File: config.mk
export PLATFORM = sky130hd
export DESIGN_NAME = linear_probe_hash_table_top
export DESIGN_NICKNAME = d
export VERILOG_FILES = /design/src/sv/lpht_pkg.sv /design/src/sv/lpht_ram.sv /design/src/sv/linear_probe_hash_table_top.sv
export SDC_FILE = /design/constraint.sdc
export NUM_CORES = 2
export LEC_CHECK = 0
export BUFFER_PORTS_ARGS = -buffer_cell sky130_fd_sc_hd__buf_2
export CAP_MARGIN = 0
export CORE_MARGIN = 4
export CORE_UTILIZATION = 54
export CTS_CLUSTER_SIZE = 10
export DETAILED_ROUTE_END_ITERATION = 6
export GPL_TIMING_DRIVEN = 0
export PLACE_DENSITY = 0.69
export REMOVE_ABC_BUFFERS = 1
export SYNTH_ARGS = -nofsm -noshare
export SYNTH_HDL_FRONTEND = slang
export SYNTH_SLANG_ARGS = --single-unit
export TNS_END_PERCENT = 30
File: constraint.sdc
create_clock -name clk -period 9.2 [get_ports clk]
set_input_delay 0.46 -clock clk [delete_from_list [all_inputs] [get_ports clk]]
set_output_delay 0.46 -clock clk [all_outputs]
set_load 0.02 [all_outputs]
File: src/sv/lpht_pkg.sv
package lpht_pkg;

	localparam int KEY_W    = 31;
	localparam int SLOT_W   = 7;
	localparam int STATUS_W = 2;
	localparam int CFG_W    = 8;
	localparam int CNT_W    = $clog2(KEY_W);

	localparam logic [CFG_W-1:0] TABLE_SIZE_RESET = 8'd101;

	localparam logic MODE_INSERT = 1'b0;
	localparam logic MODE_DELETE = 1'b1;

	localparam logic [STATUS_W-1:0] STATUS_DONE      = 2'd0;
	localparam logic [STATUS_W-1:0] STATUS_FULL      = 2'd1;
	localparam logic [STATUS_W-1:0] STATUS_NOT_FOUND = 2'd2;

	typedef struct packed {
		logic             mode;
		logic [KEY_W-1:0] key;
	} req_t;

	typedef struct packed {
		logic [SLOT_W-1:0]   slot;
		logic [STATUS_W-1:0] status;
	} rsp_t;

	typedef enum logic [2:0] {
		S_CLEAR,
		S_IDLE,
		S_DIV,
		S_PROBE,
		S_OUT
	} state_t;

endpackage

File: src/sv/lpht_ram.sv
module lpht_ram #(
	parameter int WIDTH = 32,
	parameter int DEPTH = 128
) (
	input  logic                     clk,
	input  logic                     we,
	input  logic [$clog2(DEPTH)-1:0] waddr,
	input  logic [WIDTH-1:0]         wdata,
	input  logic [$clog2(DEPTH)-1:0] raddr,
	output logic [WIDTH-1:0]         rdata
);

	logic [WIDTH-1:0] mem [DEPTH];

	always_ff @(posedge clk) begin
		if (we) begin
			mem[waddr] <= wdata;
		end
		rdata <= mem[raddr];
	end

endmodule

File: src/sv/linear_probe_hash_table_top.sv
// Open-addressed hash table with linear probing. Each request inserts a key
// (duplicates allowed) or deletes the first stored copy of a key, and yields
// one response with the slot used and a status. The home slot is the key modulo
// the active table size (table_size, with 0 read as 1 and values above CAPACITY
// read as CAPACITY), and probing runs upward from home to the last active slot
// without wrapping. After reset the block sweeps the key memory, marking every
// slot empty, and takes no request until that is done; configuration writes
// are taken at any time. A request is then accepted, passes through the
// bit-serial remainder unit, probes slots through the key memory's registered
// read port (one slot per cycle), and waits in the response register until
// rsp_ready takes it. One request is in the block at a time.
module linear_probe_hash_table_top #(
	parameter int CAPACITY = 128
) (
	input  logic            clk,
	input  logic            arst_n,
	input  logic            req_valid,
	output logic            req_ready,
	input  lpht_pkg::req_t  req,
	output logic            rsp_valid,
	input  logic            rsp_ready,
	output lpht_pkg::rsp_t  rsp,
	input  logic            cfg_we,
	input  logic [lpht_pkg::CFG_W-1:0] cfg_data
);

	import lpht_pkg::*;

	localparam int AW = $clog2(CAPACITY);
	localparam int SW = $clog2(CAPACITY + 1);
	localparam int EW = KEY_W + 1;
	localparam logic [AW-1:0]    LAST_ADDR = AW'(CAPACITY - 1);
	localparam logic [CNT_W-1:0] CNT_LAST  = CNT_W'(KEY_W - 1);

	state_t state_q, state_d;

	logic [CFG_W-1:0] table_size_q;
	logic [AW-1:0]    clr_q;
	logic             pend_s1;
	logic [AW-1:0]    addr_s1;

	logic             mode_q;
	logic [KEY_W-1:0] key_q;
	logic [KEY_W-1:0] dividend_q;
	logic [SW-1:0]    rem_q;
	logic [CNT_W-1:0] cnt_q;
	logic [SW-1:0]    size_q;
	logic [AW-1:0]    home_q;
	logic [AW-1:0]    last_q;
	logic [AW-1:0]    rd_addr_q;
	rsp_t             rsp_q;

	logic [SW-1:0]    size_eff;
	logic [SW:0]      trial;
	logic [SW:0]      trial_sub;
	logic [SW-1:0]    rem_d;

	logic             ram_we;
	logic [AW-1:0]    ram_waddr;
	logic [EW-1:0]    ram_wdata;
	logic [EW-1:0]    ram_rdata;

	logic             slot_used;
	logic             hit;
	logic             probe_end;
	logic [31:0]      slot_wide;

	lpht_ram #(
		.WIDTH(EW),
		.DEPTH(CAPACITY)
	) u_keys (
		.clk  (clk),
		.we   (ram_we),
		.waddr(ram_waddr),
		.wdata(ram_wdata),
		.raddr(rd_addr_q),
		.rdata(ram_rdata)
	);

	always_comb begin
		if (table_size_q == '0) begin
			size_eff = SW'(1);
		end else if (32'(table_size_q) > 32'(CAPACITY)) begin
			size_eff = SW'(CAPACITY);
		end else begin
			size_eff = SW'(table_size_q);
		end
	end

	// One restoring step of key % size per cycle, most significant bit first.
	assign trial     = {rem_q, dividend_q[KEY_W-1]};
	assign trial_sub = trial - {1'b0, size_q};
	assign rem_d     = (trial >= {1'b0, size_q}) ? trial_sub[SW-1:0] : trial[SW-1:0];

	// Each memory word holds the occupancy bit above the stored key.
	assign slot_used = ram_rdata[KEY_W];
	assign hit = (mode_q == MODE_DELETE) ?
		(slot_used && (ram_rdata[KEY_W-1:0] == key_q)) : !slot_used;
	assign probe_end = pend_s1 && (hit || (addr_s1 == last_q));
	assign slot_wide = 32'(hit ? addr_s1 : home_q);

	always_comb begin
		state_d   = state_q;
		req_ready = 1'b0;
		rsp_valid = 1'b0;
		ram_we    = 1'b0;
		ram_waddr = clr_q;
		ram_wdata = '0;
		case (state_q)
			S_CLEAR: begin
				ram_we = 1'b1;
				if (clr_q == LAST_ADDR) begin
					state_d = S_IDLE;
				end
			end
			S_IDLE: begin
				req_ready = 1'b1;
				if (req_valid) begin
					state_d = S_DIV;
				end
			end
			S_DIV: begin
				if (cnt_q == CNT_LAST) begin
					state_d = S_PROBE;
				end
			end
			S_PROBE: begin
				if (probe_end) begin
					state_d = S_OUT;
					if (hit) begin
						ram_we    = 1'b1;
						ram_waddr = addr_s1;
						ram_wdata = {mode_q == MODE_INSERT, key_q};
					end
				end
			end
			S_OUT: begin
				rsp_valid = 1'b1;
				if (rsp_ready) begin
					state_d = S_IDLE;
				end
			end
			default: begin
				state_d = S_IDLE;
			end
		endcase
	end

	always_ff @(posedge clk or negedge arst_n) begin
		if (!arst_n) begin
			state_q <= S_CLEAR;
		end else begin
			state_q <= state_d;
		end
	end

	always_ff @(posedge clk or negedge arst_n) begin
		if (!arst_n) begin
			table_size_q <= TABLE_SIZE_RESET;
			clr_q        <= '0;
			pend_s1      <= 1'b0;
		end else begin
			if (cfg_we) begin
				table_size_q <= cfg_data;
			end
			if (state_q == S_CLEAR) begin
				clr_q <= clr_q + AW'(1);
			end
			pend_s1 <= (state_q == S_PROBE) && !probe_end;
		end
	end

	always_ff @(posedge clk) begin
		case (state_q)
			S_IDLE: begin
				mode_q     <= req.mode;
				key_q      <= req.key;
				dividend_q <= req.key;
				rem_q      <= '0;
				cnt_q      <= '0;
				size_q     <= size_eff;
			end
			S_DIV: begin
				rem_q      <= rem_d;
				dividend_q <= dividend_q << 1;
				cnt_q      <= cnt_q + CNT_W'(1);
				if (cnt_q == CNT_LAST) begin
					home_q    <= rem_d[AW-1:0];
					rd_addr_q <= rem_d[AW-1:0];
					last_q    <= AW'(size_q - SW'(1));
				end
			end
			S_PROBE: begin
				// Reads run one slot ahead of the check on the registered data.
				rd_addr_q <= rd_addr_q + AW'(1);
				addr_s1   <= rd_addr_q;
				if (probe_end) begin
					rsp_q.slot <= slot_wide[SLOT_W-1:0];
					if (hit) begin
						rsp_q.status <= STATUS_DONE;
					end else if (mode_q == MODE_DELETE) begin
						rsp_q.status <= STATUS_NOT_FOUND;
					end else begin
						rsp_q.status <= STATUS_FULL;
					end
				end
			end
			default: begin
			end
		endcase
	end

	assign rsp = rsp_q;

endmodule
==> results.toml <==
[power]
cellInternalPower_mw = 30.3
power_density_mw_per_mm2 = 195
ir_worst_vdd_mv = 0.185
combPwrFrac_pct = 0.2
p_switching_mw = 7.11
p_leak_nw = 49.5
p_clk_share_pct = 43.6
seq_power_share_pct = 56.3
p_total_mw = 37.4
swShare_pct = 19.0

[clock_tree]
clock_path_buffers = 4
cts_tree = "built"
cts.repair.resized = 0
cts_root_buffer = "clkbuf_16"
clkLatencyLatePin_ps = 1010
ctsHtreeMaxLevel = 5
path_clk_slew_ps = 60
cts_buffers = 469
cts_sinks = 4268

[logic_synthesis]
yosysTopAreaCell = "edfxtp_1"
yosysMostFrequentCell = "edfxtp_1"
synth_common_cells = "edfxtp_1 (4217), mux4_2 (1180), nor2_1 (187)"
synth_area_leaders = "edfxtp_1 (77%), mux4_2 (16%), mux2i_1 (0.81%)"
synth-edff-count = 4217
synth_cell_types = 65
ys.flop_type = "edfxtp_1"
netlist_instances = 6911
async_flop_share_pct = 0.445
avgSynthCellArea_um2 = 23.6
synth-seq-cells = 4268
yosys.area.top_type_share_pct = 77.5
yosysWarnings = 0
netlist_area_mm2 = 0.163
synth.yosys.seq_area_share_pct = 78.2

[setup_path]
critPathRequiredTime_ps = 9850
rr_startpoint = "key_q[18]"
critical_path.endpoint = "u_keys.mem[106][11]"
worst-path-buf-inv = 2
worstPathMaxFanout = 23
crit_cells = 9
end_kind = "flop"
reg2reg_to = "u_keys.mem[106][11]"
worst_path_largest_cell_delay_ps = 1050
critPathKind = "reg -> reg"
startpoint = "key_q[18]"
cp_cell_sequence = "xnor2_1, nand4_1, nor4_1, a31oi_4, nor4b_1, a31oi_4, buf_16, nor2_4, buf_16"
worst_path_max_delay_cell = "nor4b_1"
crit_arrival_ps = 6320
reg2reg_depth = 9
rrSetupSlack_ps = 3530
critPathLaunchType = "flop"
critical-path-top-delay-family = "simple AND/OR/NAND/NOR gates"

[die]
dieArea_mm2 = 0.311
start_util_pct = 54.4
num_rows = 201
die_w_um = 558
io_pins = 56
die_h_um = 558
core_area_mm2 = 0.301

[routing]
totalWireLength_um = 446000
dr.pass1.iters = 7
vias = 80565
routed_via_density = 6.91
wire_per_inst_um = 38.3
drc = 1
drt_iter0_drc = 13790
ant_nets = 0

[grt]
overflow = 0
antenna_found_initial = 44
grt_use_total_pct = 28.8
grt_max_degree = 97
grt_pass1_wl_um = 628000
grt_pass1_vias = 81447

[timing]
timing.final.crit_period_ps = 5670
relSlewSlack_pct = -2.60
final-setup-viol-count = 0
skew_ps = 84.5
hold_violations = 0
worst_slack_ps = 3530
rsz0062_at_grt = "no"
slew_viol_final = 19
max_freq_mhz = 176
worst_pin_slew_ps = 1540
fin_crit_sh_pct = 61.6

[final_layout]
synthToLayoutAreaGrowth_pct = 17.5
fillers = 18440
nets = 7623
postLayoutCoreUtil_pct = 63.9
fin_area_mm2 = 0.192
drive_above_1_share_pct = 31.4

[placement]
io_buffers = 55
routabilityCongestion = 0.877
post_dp_cell_area_mm2 = 0.179
place_ws_ps = 4010
dp_hpwl_um = 277000

[hold_path]
hp-start = "req[31]"
worstHoldPathType = "in -> reg"

[flow_run]
cap_violations = 3

[status]
violations = "DRC, capacitance limit, slew limit"
status = "finished with violations"
-- cell type report --
class | instances | area (µm²) | area share (%)
sequential | 4268 | 128000 | 66.6
inverter | 29 | 109 | 0.0567
clock inverter | 32 | 414 | 0.216
clock buffer | 553 | 12200 | 6.36
antenna | 20 | 50.0 | 0.0261
timing repair buffer | 550 | 11500 | 6.01
tap | 3958 | 4950 | 2.58
multi-input combinational | 2246 | 34900 | 18.2
-- kinds of logic (layout without fill, tap and decap cells) --
logic type	count (synthesis)	in the layout	synth area share (%)
and+or+nand+nor	459	459	1.29
AOI/OAI and AO/OA	382	382	1.64
DFF	4268	4268	78.2
buffers and inverters	397	1164	1.25
adders and majority gates	14	14	0.112
other	0	20	0
muxes	1332	1332	17.2
xor gates and xnor gates	59	59	0.316
-- per-stage QoR --
| step | TNS, ps | std cells | hold slack, ps |
|---|---|---|---|
| after floorplan | -1320890 | 6543 | 164 |
| after global placement | -3268140 | 10556 | 489 |
| after detailed placement | 0 | 10999 | 499 |
| after CTS | 0 | 11633 | 112 |
| after global routing | 0 | 11638 | 158 |
| final | 0 | 11656 | 188 |
-- worst register-to-register path: cells and delay by family, from the launching register on --
family | cells | cell delay, ps
simple gates | 4 | 2840
buf+inv | 2 | 610
compound gates | 2 | 820
xor+xnor | 1 | 540
flops | 1 | 490
-- worst min path at each step --
stage	endpoint	depth (start not counted)
finish	mode_q	2
floorplan	clr_q[0]	0
detailed placement	clr_q[5]	1
global placement	clr_q[5]	1
global route	key_q[7]	2
CTS	state_q[2]	3
-- power groups by stage --
stage | Sequential, mW | Clock, mW | Combinational [mW]
2_1_floorplan | 21.5 | 0 | 0.0113
3_3_place_gp | 21.5 | 0 | 0.0355
3_5_place_dp | 21.5 | 0 | 0.0357
4_1_cts | 21.1 | 16.4 | 0.0551
5_1_grt | 21.0 | 17.3 | 0.0601
6_report | 21.1 | 16.3 | 0.0570
-- cells in the final DEF (no fill, tap or decap), types with 13 or more instances in the layout --
cell type / n
clkbuf_1: 76
nand4_1: 15
inv_1: 28
dlygate4sd3_1: 49
nand2_1: 123
nor2_4: 132
ha_1: 13
dfrtp_1: 15
nand2b_1: 13
mux2i_1: 132
diode_2: 20
edfxtp_1: 4217
mux2_2: 20
xor2_1: 14
a22oi_1: 101
dfxtp_1: 32
a221oi_1: 19
buf_2: 56
a31oi_1: 14
mux4_2: 1180
o221ai_1: 27
nor2b_1: 24
a211oi_1: 25
o21ai_0: 27
nor2_1: 54
a21oi_1: 67
buf_16: 290
clkbuf_16: 476
xnor2_1: 45
buf_12: 116
and2_4: 32
o22ai_1: 32
buf_8: 18
-- per-layer routing --
| layer | vias to the layer above | global-route usage [%] | routed length, µm |
|---|---|---|---|
| li1 | 30867 | - | - |
| met1 | 42805 | 38.9 | 157000 |
| met2 | 5660 | 44.1 | 210000 |
| met3 | 1213 | 7.17 | 50900 |
| met4 | 20 | 15.2 | 28200 |
| met5 | - | 0 | 131 |
-- state kept, by name, summed over array words and instances, names as in the netlist, 8 cells and up --
signal and flops:
size_q 8, key_q 31, dividend_q 31, table_size_q 8
rsp 9, u_keys.rdata 32, u_keys.mem 4096, rem_q 8
-- timing repair --
action	CTS	global route
setup endpoints to repair	0	0
hold buffers	49	0
endpoints found under the hold margin	89	0
setup buffers	0	0
Note: power is estimated with default switching activity, not from simulation.
